--- src/design/uartrb_pkg.sv ---
`timescale 1ns / 1ps
`default_nettype none

package uartrb_pkg;

    localparam int RX_DEPTH  = 256;
    localparam int TX_DEPTH  = 128;
    localparam int RX_AW     = $clog2(RX_DEPTH);
    localparam int TX_AW     = $clog2(TX_DEPTH);
    localparam int BYTE_W    = 8;
    localparam int ACT_W     = 3;
    localparam int RX_CNT_W  = 8;
    localparam int TX_CNT_W  = 7;
    localparam int S_TDATA_W = 16;
    localparam int M_TDATA_W = 40;

    typedef enum logic [ACT_W-1:0] {
        ACT_RX_BYTE  = 3'd0,
        ACT_HOST_RD  = 3'd1,
        ACT_HOST_WR  = 3'd2,
        ACT_TX_READY = 3'd3,
        ACT_STATUS   = 3'd4
    } action_t;

    typedef struct packed {
        logic                rx_rd;
        logic                tx_emit;
        logic [RX_CNT_W-1:0] rx_count;
        logic [TX_CNT_W-1:0] tx_count;
        logic                tx_irq;
    } step_info_t;

    typedef struct packed {
        logic tx_en;
        logic tx_empty;
    } ring_status_t;

    function automatic logic [RX_AW-1:0] rx_inc(input logic [RX_AW-1:0] p);
        return (p == RX_AW'(RX_DEPTH - 1)) ? '0 : p + 1'b1;
    endfunction

    function automatic logic [TX_AW-1:0] tx_inc(input logic [TX_AW-1:0] p);
        return (p == TX_AW'(TX_DEPTH - 1)) ? '0 : p + 1'b1;
    endfunction

    function automatic logic [RX_CNT_W-1:0] rx_fill(input logic [RX_AW-1:0] h,
                                                     input logic [RX_AW-1:0] t);
        logic [RX_AW:0] d;
        d = {1'b0, h} - {1'b0, t};
        if (h < t) d = d + (RX_AW + 1)'(RX_DEPTH);
        return RX_CNT_W'(d[RX_AW-1:0]);
    endfunction

    function automatic logic [TX_CNT_W-1:0] tx_fill(input logic [TX_AW-1:0] h,
                                                     input logic [TX_AW-1:0] t);
        logic [TX_AW:0] d;
        d = {1'b0, h} - {1'b0, t};
        if (h < t) d = d + (TX_AW + 1)'(TX_DEPTH);
        return TX_CNT_W'(d[TX_AW-1:0]);
    endfunction

endpackage

`default_nettype wire

--- src/design/uartrb_ram.sv ---
`timescale 1ns / 1ps
`default_nettype none

module uartrb_ram #(
    parameter int DEPTH = 256,
    parameter int WIDTH = 8,
    parameter int AW    = $clog2(DEPTH)
) (
    input  wire logic             aclk,
    input  wire logic             wr_en,
    input  wire logic [AW-1:0]    wr_addr,
    input  wire logic [WIDTH-1:0] wr_data,
    input  wire logic             rd_en,
    input  wire logic [AW-1:0]    rd_addr,
    output logic      [WIDTH-1:0] rd_data
);

    logic [WIDTH-1:0] mem [DEPTH];

    always_ff @(posedge aclk) begin
        if (wr_en) begin
            mem[wr_addr] <= wr_data;
        end
    end

    always_ff @(posedge aclk) begin
        if (rd_en) begin
            rd_data <= mem[rd_addr];
        end
    end

endmodule

`default_nettype wire

--- src/design/uartrb_ctrl.sv ---
`timescale 1ns / 1ps
`default_nettype none

module uartrb_ctrl (
    input  wire logic                          aclk,
    input  wire logic                          aresetn,
    input  wire logic                          accept,
    input  wire uartrb_pkg::action_t           action,
    input  wire logic [uartrb_pkg::BYTE_W-1:0] data_byte,
    output uartrb_pkg::step_info_t             info,
    output uartrb_pkg::ring_status_t           status,
    output logic      [uartrb_pkg::BYTE_W-1:0] rx_q,
    output logic                               rx_q_vld,
    output logic      [uartrb_pkg::BYTE_W-1:0] tx_q,
    output logic                               tx_q_vld
);

    logic [uartrb_pkg::RX_AW-1:0]    rx_head_reg, rx_head_next;
    logic [uartrb_pkg::RX_AW-1:0]    rx_tail_reg, rx_tail_next;
    logic [uartrb_pkg::TX_AW-1:0]    tx_head_reg, tx_head_next;
    logic [uartrb_pkg::TX_AW-1:0]    tx_tail_reg, tx_tail_next;
    logic                            tx_en_reg, tx_en_next;
    logic                            rx_wrap_reg;
    logic                            tx_wrap_reg;
    logic                            rx_q_vld_reg;
    logic                            tx_q_vld_reg;

    logic                            rx_we, rx_re, tx_we, tx_re;
    logic                            rx_rd_act, tx_emit_act;
    logic [uartrb_pkg::TX_AW-1:0]    tx_head_inc, tx_tail_inc;

    assign tx_head_inc = uartrb_pkg::tx_inc(tx_head_reg);
    assign tx_tail_inc = uartrb_pkg::tx_inc(tx_tail_reg);

    always_comb begin
        rx_head_next = rx_head_reg;
        rx_tail_next = rx_tail_reg;
        tx_head_next = tx_head_reg;
        tx_tail_next = tx_tail_reg;
        tx_en_next   = tx_en_reg;
        rx_rd_act    = 1'b0;
        tx_emit_act  = 1'b0;
        unique case (action)
            uartrb_pkg::ACT_RX_BYTE: begin
                rx_head_next = uartrb_pkg::rx_inc(rx_head_reg);
            end
            uartrb_pkg::ACT_HOST_RD: begin
                rx_rd_act = 1'b1;
                if (rx_head_reg != rx_tail_reg) begin
                    rx_tail_next = uartrb_pkg::rx_inc(rx_tail_reg);
                end
            end
            uartrb_pkg::ACT_HOST_WR: begin
                tx_head_next = tx_head_inc;
                tx_en_next   = 1'b1;
            end
            uartrb_pkg::ACT_TX_READY: begin
                if (tx_en_reg) begin
                    if (tx_head_reg != tx_tail_reg) begin
                        tx_emit_act  = 1'b1;
                        tx_tail_next = tx_tail_inc;
                    end
                    tx_en_next = (tx_tail_next != tx_head_reg);
                end
            end
            default: begin
            end
        endcase
    end

    assign rx_we = accept && (action == uartrb_pkg::ACT_RX_BYTE);
    assign tx_we = accept && (action == uartrb_pkg::ACT_HOST_WR);
    assign rx_re = accept && rx_rd_act;
    assign tx_re = accept && tx_emit_act;

    assign info.rx_rd    = rx_rd_act;
    assign info.tx_emit  = tx_emit_act;
    assign info.rx_count = uartrb_pkg::rx_fill(rx_head_next, rx_tail_next);
    assign info.tx_count = uartrb_pkg::tx_fill(tx_head_next, tx_tail_next);
    assign info.tx_irq   = tx_en_next;

    assign status.tx_en    = tx_en_reg;
    assign status.tx_empty = (tx_head_reg == tx_tail_reg);

    // entries are written in address order from reset, so an entry holds data
    // once the write pointer has passed it or has wrapped once
    always_ff @(posedge aclk) begin
        if (!aresetn) begin
            rx_head_reg  <= '0;
            rx_tail_reg  <= '0;
            tx_head_reg  <= '0;
            tx_tail_reg  <= '0;
            tx_en_reg    <= 1'b0;
            rx_wrap_reg  <= 1'b0;
            tx_wrap_reg  <= 1'b0;
            rx_q_vld_reg <= 1'b0;
            tx_q_vld_reg <= 1'b0;
        end else begin
            if (accept) begin
                rx_head_reg <= rx_head_next;
                rx_tail_reg <= rx_tail_next;
                tx_head_reg <= tx_head_next;
                tx_tail_reg <= tx_tail_next;
                tx_en_reg   <= tx_en_next;
            end
            if (rx_we && (rx_head_reg == uartrb_pkg::RX_AW'(uartrb_pkg::RX_DEPTH - 1))) begin
                rx_wrap_reg <= 1'b1;
            end
            if (tx_we && (tx_head_inc == '0)) begin
                tx_wrap_reg <= 1'b1;
            end
            if (rx_re) begin
                rx_q_vld_reg <= rx_wrap_reg || (rx_tail_reg != rx_head_reg);
            end
            if (tx_re) begin
                tx_q_vld_reg <= tx_wrap_reg ||
                                ((tx_tail_inc != '0) && (tx_tail_inc <= tx_head_reg));
            end
        end
    end

    assign rx_q_vld = rx_q_vld_reg;
    assign tx_q_vld = tx_q_vld_reg;

    uartrb_ram #(
        .DEPTH (uartrb_pkg::RX_DEPTH),
        .WIDTH (uartrb_pkg::BYTE_W)
    ) u_rx_ram (
        .aclk    (aclk),
        .wr_en   (rx_we),
        .wr_addr (rx_head_reg),
        .wr_data (data_byte),
        .rd_en   (rx_re),
        .rd_addr (rx_tail_reg),
        .rd_data (rx_q)
    );

    uartrb_ram #(
        .DEPTH (uartrb_pkg::TX_DEPTH),
        .WIDTH (uartrb_pkg::BYTE_W)
    ) u_tx_ram (
        .aclk    (aclk),
        .wr_en   (tx_we),
        .wr_addr (tx_head_inc),
        .wr_data (data_byte),
        .rd_en   (tx_re),
        .rd_addr (tx_tail_inc),
        .rd_data (tx_q)
    );

endmodule

`default_nettype wire

--- src/design/uart_rx_tx_ring_buffers_core.sv ---
// Each input beat goes through the stage register (RAM read), then the output register.
// Throughput: one beat per cycle unless m_tready stalls; pointer update and RAM read pace it.
// Each beat does at most one access per ring RAM, so no forwarding is needed.
// Reset: synchronous, active low; clears pointers, enable and one wrap flag per ring, so
// entries not yet written since reset read as zero at once, with no clearing pass.
`timescale 1ns / 1ps
`default_nettype none

module uart_rx_tx_ring_buffers_core (
    input  wire logic                             aclk,
    input  wire logic                             aresetn,
    input  wire logic                             s_tvalid,
    output logic                                  s_tready,
    // action[2:0], data_byte[10:3], zero[15:11]
    input  wire logic [uartrb_pkg::S_TDATA_W-1:0] s_tdata,
    output logic                                  m_tvalid,
    input  wire logic                             m_tready,
    // read_byte[7:0], rx_count[15:8], tx_count[22:16], tx_valid[23],
    // tx_byte[31:24], tx_irq_on[32], zero[39:33]
    output logic      [uartrb_pkg::M_TDATA_W-1:0] m_tdata
);

    logic                                accept;
    logic                                out_free;
    uartrb_pkg::step_info_t              info;
    uartrb_pkg::ring_status_t            ring_st;
    logic [uartrb_pkg::BYTE_W-1:0]       rx_q, tx_q;
    logic                                rx_q_vld, tx_q_vld;

    logic                                stg_vld_reg, stg_vld_next;
    uartrb_pkg::step_info_t              stg_info_reg;
    logic                                m_tvalid_reg, m_tvalid_next;
    logic [uartrb_pkg::M_TDATA_W-1:0]    m_tdata_reg, m_tdata_next;
    logic [uartrb_pkg::BYTE_W-1:0]       read_byte, tx_byte;

    assign out_free = !m_tvalid_reg || m_tready;
    assign s_tready = !stg_vld_reg || out_free;
    assign accept   = s_tvalid && s_tready;

    uartrb_ctrl u_ctrl (
        .aclk      (aclk),
        .aresetn   (aresetn),
        .accept    (accept),
        .action    (uartrb_pkg::action_t'(s_tdata[uartrb_pkg::ACT_W-1:0])),
        .data_byte (s_tdata[uartrb_pkg::ACT_W +: uartrb_pkg::BYTE_W]),
        .info      (info),
        .status    (ring_st),
        .rx_q      (rx_q),
        .rx_q_vld  (rx_q_vld),
        .tx_q      (tx_q),
        .tx_q_vld  (tx_q_vld)
    );

    // zero the bytes of unwritten entries and of beats that read nothing
    assign read_byte = (stg_info_reg.rx_rd && rx_q_vld) ? rx_q : '0;
    assign tx_byte   = (stg_info_reg.tx_emit && tx_q_vld) ? tx_q : '0;

    always_comb begin
        stg_vld_next = stg_vld_reg;
        if (accept) begin
            stg_vld_next = 1'b1;
        end else if (out_free) begin
            stg_vld_next = 1'b0;
        end
        m_tvalid_next = out_free ? stg_vld_reg : m_tvalid_reg;
        m_tdata_next  = m_tdata_reg;
        if (out_free && stg_vld_reg) begin
            m_tdata_next = {7'd0, stg_info_reg.tx_irq, tx_byte, stg_info_reg.tx_emit,
                            stg_info_reg.tx_count, stg_info_reg.rx_count, read_byte};
        end
    end

    always_ff @(posedge aclk) begin
        if (!aresetn) begin
            stg_vld_reg  <= 1'b0;
            m_tvalid_reg <= 1'b0;
        end else begin
            stg_vld_reg  <= stg_vld_next;
            m_tvalid_reg <= m_tvalid_next;
        end
    end

    always_ff @(posedge aclk) begin
        if (accept) begin
            stg_info_reg <= info;
        end
        m_tdata_reg <= m_tdata_next;
    end

    assign m_tvalid = m_tvalid_reg;
    assign m_tdata  = m_tdata_reg;

    a_accept_fills_stage: assert property (@(posedge aclk) disable iff (!aresetn)
        (s_tvalid && s_tready) |=> stg_vld_reg)
        else $error("accepted beat did not reach the stage");

    a_stall_blocks_input: assert property (@(posedge aclk) disable iff (!aresetn)
        (stg_vld_reg && !out_free) |-> !s_tready)
        else $error("input ready while stage is blocked");

    a_irq_off_means_empty: assert property (@(posedge aclk) disable iff (!aresetn)
        !ring_st.tx_en |-> ring_st.tx_empty)
        else $error("transmit ring holds bytes with interrupt enable clear");

endmodule

`default_nettype wire

--- config.mk ---
export PLATFORM = sky130hd
export DESIGN_NAME = uart_rx_tx_ring_buffers_core
export DESIGN_NICKNAME = d
export VERILOG_FILES = /design/src/design/uartrb_pkg.sv /design/src/design/uartrb_ram.sv /design/src/design/uartrb_ctrl.sv /design/src/design/uart_rx_tx_ring_buffers_core.sv
export SDC_FILE = /design/constraint.sdc
export NUM_CORES = 2
export LEC_CHECK = 0
export ABC_AREA = 1
export BUFFER_PORTS_ARGS = -buffer_cell sky130_fd_sc_hd__buf_2
export CAP_MARGIN = 40
export CORE_MARGIN = 5
export CORE_UTILIZATION = 31
export DETAILED_ROUTE_END_ITERATION = 7
export SLEW_MARGIN = 20
export SYNTH_ARGS = -nofsm -noshare
export SYNTH_HDL_FRONTEND = slang
export SYNTH_SLANG_ARGS = --single-unit
--- constraint.sdc ---
create_clock -name aclk -period 6.85 [get_ports aclk]
set_clock_uncertainty 0.1 [all_clocks]
set_input_delay 1.0275 -clock aclk [delete_from_list [all_inputs] [get_ports aclk]]
set_output_delay 1.0275 -clock aclk [all_outputs]
set_load 0.005 [all_outputs]
**Word level (Yosys, flattened, before mapping)**

Memory sizes are Yosys's and may differ from the RTL's. A register that Yosys moved wholly into a read port is not among the register bits.
Index checks and enable logic that the tools add are counted.

- $add $sub $neg: 8
- Order comparisons: 3
- Equal/unequal tests: 11
- Multiplexer cells: 27
- Reduce and logical (&&, ||, !) cells: 21

Operator list:

| kind | count |
|---|---|
| $mux W7 | 9 |
| $mux W8 | 6 |
| $add A8 B1 Y8 const B | 3 |
| $add A7 B1 Y7 const B | 3 |
| $eq A8 B8 Y1 const B | 2 |
| $ne A8 B8 Y1 | 2 |
| $eq A7 B7 Y1 const B | 2 |
| $ne A7 B7 Y1 | 2 |
| $logic_and A1 B1 Y1 | 11 |
| $mux W1 | 11 |
| $lt A8 B8 Y1 | 1 |
| $sub A8 B8 Y8 | 1 |
| $le A7 B7 Y1 | 1 |
| $logic_not A7 Y1 | 1 |
| $lt A7 B7 Y1 | 1 |
| $reduce_bool A7 Y1 | 1 |
| $sub A7 B7 Y7 | 1 |
| $eq A3 B2 Y1 const B | 2 |
| $logic_or A1 B1 Y1 | 4 |
| $eq A3 B1 Y1 const B | 1 |
| $logic_not A3 Y1 | 1 |
| $logic_not A1 Y1 | 2 |
| $pmux W1 S2 | 1 |
| $reduce_bool A2 Y1 | 1 |

- Bits in registers: 88
- RAM bits: 3072
- Input port bits: 20
- Output and inout bits: 42
- Word-level logic and storage cells: 91
- Memories kept: 2

Memories:

| name | depth | width | read ports | clocked after memory_dff | wr ports | RTL line | text |
|---|---|---|---|---|---|---|---|
| u_ctrl.u_rx_ram.mem | 256 | 8 | 1 | 1 | 1 | uartrb_ram.sv:18 | `logic [WIDTH-1:0] mem [DEPTH];` |
| u_ctrl.u_tx_ram.mem | 128 | 8 | 1 | 1 | 1 | uartrb_ram.sv:18 |  |

**Logic depth before layout (Yosys ltp)**

- Depth in word-level cells: 10
- Mapped depth: 23
- Mapped depth without buffers: 21

**By module**

A second synthesis with hierarchy kept.

- Cell total of the unflattened synthesis: 11247
- Area, all modules: 130890.5 sq um

Modules (own cells, without submodules):

| module | times used | cells each | area an instance (sq um) | sequential area each (sq um) |
|---|---|---|---|---|
| uartrb_ram (u_ctrl.u_rx_ram) | 1 | 7003 | 83476.3 | 61739.2 |
| uartrb_ram (u_ctrl.u_tx_ram) | 1 | 3575 | 42184.2 | 30989.7 |
| uartrb_ctrl | 1 | 563 | 3419.5 | 700.7 |
| uart_rx_tx_ring_buffers_core | 1 | 106 | 1810.5 | 1571.5 |

**Worst setup path after synthesis**

OpenSTA, ideal clock, no wires.

- Path kind: input to register
- Start point: input port s_tdata[2] (netlist name)
- End point: register stg_info_reg[7] (netlist name) (data pin)
- Setup time: 0.252 ns
- Arrival: 2.991 ns
- Required time: 6.498 ns
- Path slack: 3.506 ns
- Stages on the path: 17
- Path buffers: 1
- Cells stage by stage: inv_1 > nand3_1 > nor2_1 > nand2_1 > buf_2 > nand2_1 > o21ai_0 > ha_1 > fa_1 > nand3b_1 > and2_0 > inv_1 > nand3_1 > nand2_1 > nand2_1 > nand3b_1 > nand2_1

RTL lines:

| element | RTL line | text |
|---|---|---|
| from (decl) | uart_rx_tx_ring_buffers_core.sv:15 | `input wire logic [uartrb_pkg::S_TDATA_W-1:0] s_tdata,` |
| to (signal assigned) | uart_rx_tx_ring_buffers_core.sv:85 | `stg_info_reg <= info;` |
| to (decl) | uart_rx_tx_ring_buffers_core.sv:31 | `uartrb_pkg::step_info_t stg_info_reg;` |

**Worst setup path in the final report**

- Start point: register m_tvalid_reg (netlist: m_tvalid)
- End point: memory u_ctrl.u_rx_ram.mem[78][6] (enable)

- Cells in the longest elaborated chain, start to end: 7

Ends and longest elaborated chain:

| element | RTL line | text |
|---|---|---|
| from (decl) | uart_rx_tx_ring_buffers_core.sv:32 | `logic m_tvalid_reg, m_tvalid_next;` |
| from (signal assigned) | uart_rx_tx_ring_buffers_core.sv:79 | `m_tvalid_reg <= m_tvalid_next;` |
| $logic_not A1 Y1 | uart_rx_tx_ring_buffers_core.sv:36 | `assign out_free = !m_tvalid_reg \|\| m_tready;` |
| $logic_or A1 B1 Y1 | uart_rx_tx_ring_buffers_core.sv:36 |  |
| $logic_or A1 B1 Y1 | uart_rx_tx_ring_buffers_core.sv:37 | `assign s_tready = !stg_vld_reg \|\| out_free;` |
| $logic_and A1 B1 Y1 | uart_rx_tx_ring_buffers_core.sv:38 | `assign accept = s_tvalid && s_tready;` |
| $logic_and A1 B1 Y1 | uartrb_ctrl.sv:71 | `assign rx_we = accept && (action == uartrb_pkg::ACT_RX_BYTE);` |
| $mux W1 | uartrb_ram.sv:21 | `if (wr_en) begin` |
| $mux W1 (not written as such) | uartrb_ram.sv:22 | `mem[wr_addr] <= wr_data;` |
| to (decl) | uartrb_ram.sv:18 |  |

Every way passes these cells.

==> results.json <==
{
  "crit_arrival_ns": 4.77,
  "avgSynthCellArea_um2": 11.5,
  "cp_common_cell": "nand2_1",
  "antenna_found_initial": 5,
  "ios": 62,
  "grt_max_degree": 192,
  "grt_usage_pct": 15.6,
  "relSlewSlack_pct": 30.2,
  "postLayoutCoreUtil_pct": 35.0,
  "slowest_delay_ns": 0.86,
  "cts_resized": 0,
  "cts_buffer_depth": 4,
  "fillers": 41100,
  "maxCapViolCount": 0,
  "path_clk_slew_ns": 0.06,
  "power.density_nw_per_um2": 275,
  "nets": 11300,
  "final_max_slew_viol_count": 0,
  "ant_nets": 0,
  "syn_to_final_growth_pct": 12.5,
  "layout_common_cells": "edfxtp_1 (3139), nand2_1 (2681), nand3_1 (2045)",
  "place_ws_ns": 1.64,
  "drc": 0,
  "cts_setup_buffers": 0,
  "synth_area_um2": 131000,
  "synthCells": 11400,
  "initial_core_util_pct": 31.1,
  "leakage_nw": 50.8,
  "grt-ovfl-total": 0,
  "synth.yosys.warnings": 0,
  "root_buffer": "clkbuf_16",
  "finalCritPeriodShare_pct": 64.2,
  "cp_top_family": "simple AND/OR/NAND/NOR gates",
  "first_global_vias": 80500,
  "drt_iter0_drc": 9643,
  "dp.cells": 16500,
  "rsz0062_at_grt": "no",
  "drt-total-wl_um": 354000,
  "finalSetupTns_ns": 0,
  "htree_num_levels": 5,
  "cp.depth": 7,
  "fin_area_um2": 147000,
  "cts_buffers": 312,
  "avgRoutedWirePerCell_um": 20.7,
  "cts_sinks": 3176,
  "clk_latency_ns": 0.89,
  "hp-class": "flop to flop",
  "vias": 85500,
  "slowest_stage": "nor2_1",
  "crit_type": "flop to flop",
  "place_area_um2": 137000,
  "die-width_um": 660,
  "status": "completed",
  "ys_ff_latch": 3176,
  "period_needed_ns": 4.40,
  "coreArea_um2": 420000,
  "drt_pass1_iterations": 6,
  "ir_worst_vdd_v": 0.000206,
  "layout_commonest_cell": "edfxtp_1",
  "path_buf_inv": 1,
  "largest_reg_flops": 2048,
  "viasPerCell": 5.00,
  "worstMarginPinSlew_ns": 1.05,
  "path_cells": "nand3_1 > nand2_1 > nor2_4 > inv_1 > nor3_2 > nand2_1 > nor2_1",
  "max_freq_ghz": 0.227,
  "num_rows": 238,
  "layoutNonFillerInstCount": 17100,
  "drive_gt1_share_pct": 6.39,
  "dieArea_um2": 436000,
  "grt_pass1_wl_um": 525000,
  "reg2reg_depth": 7,
  "yosysSeqAreaShare_pct": 72.6,
  "finalSetupViolCount": 0,
  "cp_max_fo": 16,
  "chipHeight_um": 660,
  "hold_buffers": 0,
  "io_buffers": 49,
  "hold-path-cell-count": 0,
  "endpoint_kind": "flop",
  "crit_path_start_kind": "flop",
  "ys_types": 41,
  "gp_congestion": 0.847,
  "hold_viol_final": 0,
  "dp_hpwl_um": 198000,
  "worst_ep_required_time_ns": 7.22,
  "r2r_slack_ns": 2.45,
  "cts_tree": "yes",
  "fin_ws_ns": 2.45
}
==> report_power, final <==
part | internal (mW) | switching (mW) | total [mW] | leakage [nW]
Sequential | 21.4 | 0.0603 | 21.5 | 28.5
Combinational | 0.642 | 1.97 | 2.62 | 17.6
Clock | 9.15 | 7.25 | 16.4 | 4.62
Total | 31.2 | 9.28 | 40.5 | 50.8
==> worst register-to-register path, delay by kind of cell, from the launching register on <==
family / cells / cell delay [ns]
flip-flops: 1 / 0.36
buffers and inverters: 1 / 0.25
AND/OR/NAND/NOR: 6 / 3.32
==> final cells by class <==
type	instances	area [µm²]	share of cell area, %
well taps	5640	7060	4.79
flip-flops and latches	3176	95000	64.5
inverters	561	2140	1.45
clock inverters	160	1160	0.785
multi-input cells	6907	30900	21.0
clock buffers	384	8290	5.63
repair buffers	272	2700	1.84
diodes	3	7.51	0.00510
==> cells in the mapped netlist (all sizes together) <==
master	number	area, µm²
edfxtp	3139	94300
dfxtp	37	741
o21ai	609	3050
buf	356	1700
inv	552	2070
o22ai	217	1360
fa	2	40.0
clkinv	9	33.8
ha	26	325
and2	1	6.26
nand4	12	75.1
a211oi	5	37.5
nand3	2056	10300
clkbuf	379	1420
nand2	2693	10100
a31oi	2	12.5
nor2	1047	3960
a21boi	1	7.51
conb	1	3.75
nor3	11	98.9
o211ai	19	143
xor2	19	174
o21bai	1	7.51
xnor2	4	35.0
o31ai	1	7.51
a21oi	138	691
nand3b	35	263
a21o	1	7.51
==> cells by family after synthesis <==
family          after synthesis  share of synthesized area (%)
simple gates               5855                           19.0
flops                      3176                           72.6
buf+inv                    1296                           3.99
compound gates              994                           4.06
fa+ha+maj                    28                          0.279
other cells                   1                        0.00286
xor+xnor                     23                          0.160
==> per-stage QoR <==
stage          hold slack (ns)  total power [mW]
6_report                 0.317              40.5
5_1_grt                  0.331              41.7
4_1_cts                  0.320              40.7
3_5_place_dp             0.307              24.5
3_3_place_gp             0.305              24.4
2_1_floorplan            0.300              23.3
==> metal layers <==
metal  share of wire [%]  up-vias  global-route usage, %
met4                 3.4        0                   5.20
met3                 7.7      596                   2.41
li1                    -    39500                      -
met1                  43    41900                   21.9
met2                  46     3453                   24.7
met5                   0        -                      0
==> worst paths after layout <==
path / from / end
worst max-delay path: m_tvalid$_SDFFE_PN0P_ / u_ctrl.u_rx_ram.mem[78][6]$_DFFE_PP_
worst min-delay path: stg_info_reg[2]$_DFFE_PP_ / m_tdata[17]$_DFFE_PP_
worst max register to register: m_tvalid$_SDFFE_PN0P_ / u_ctrl.u_rx_ram.mem[78][6]$_DFFE_PP_
worst min register to register: stg_info_reg[2]$_DFFE_PP_ / m_tdata[17]$_DFFE_PP_
Note: power is estimated with default switching activity, not from simulation.
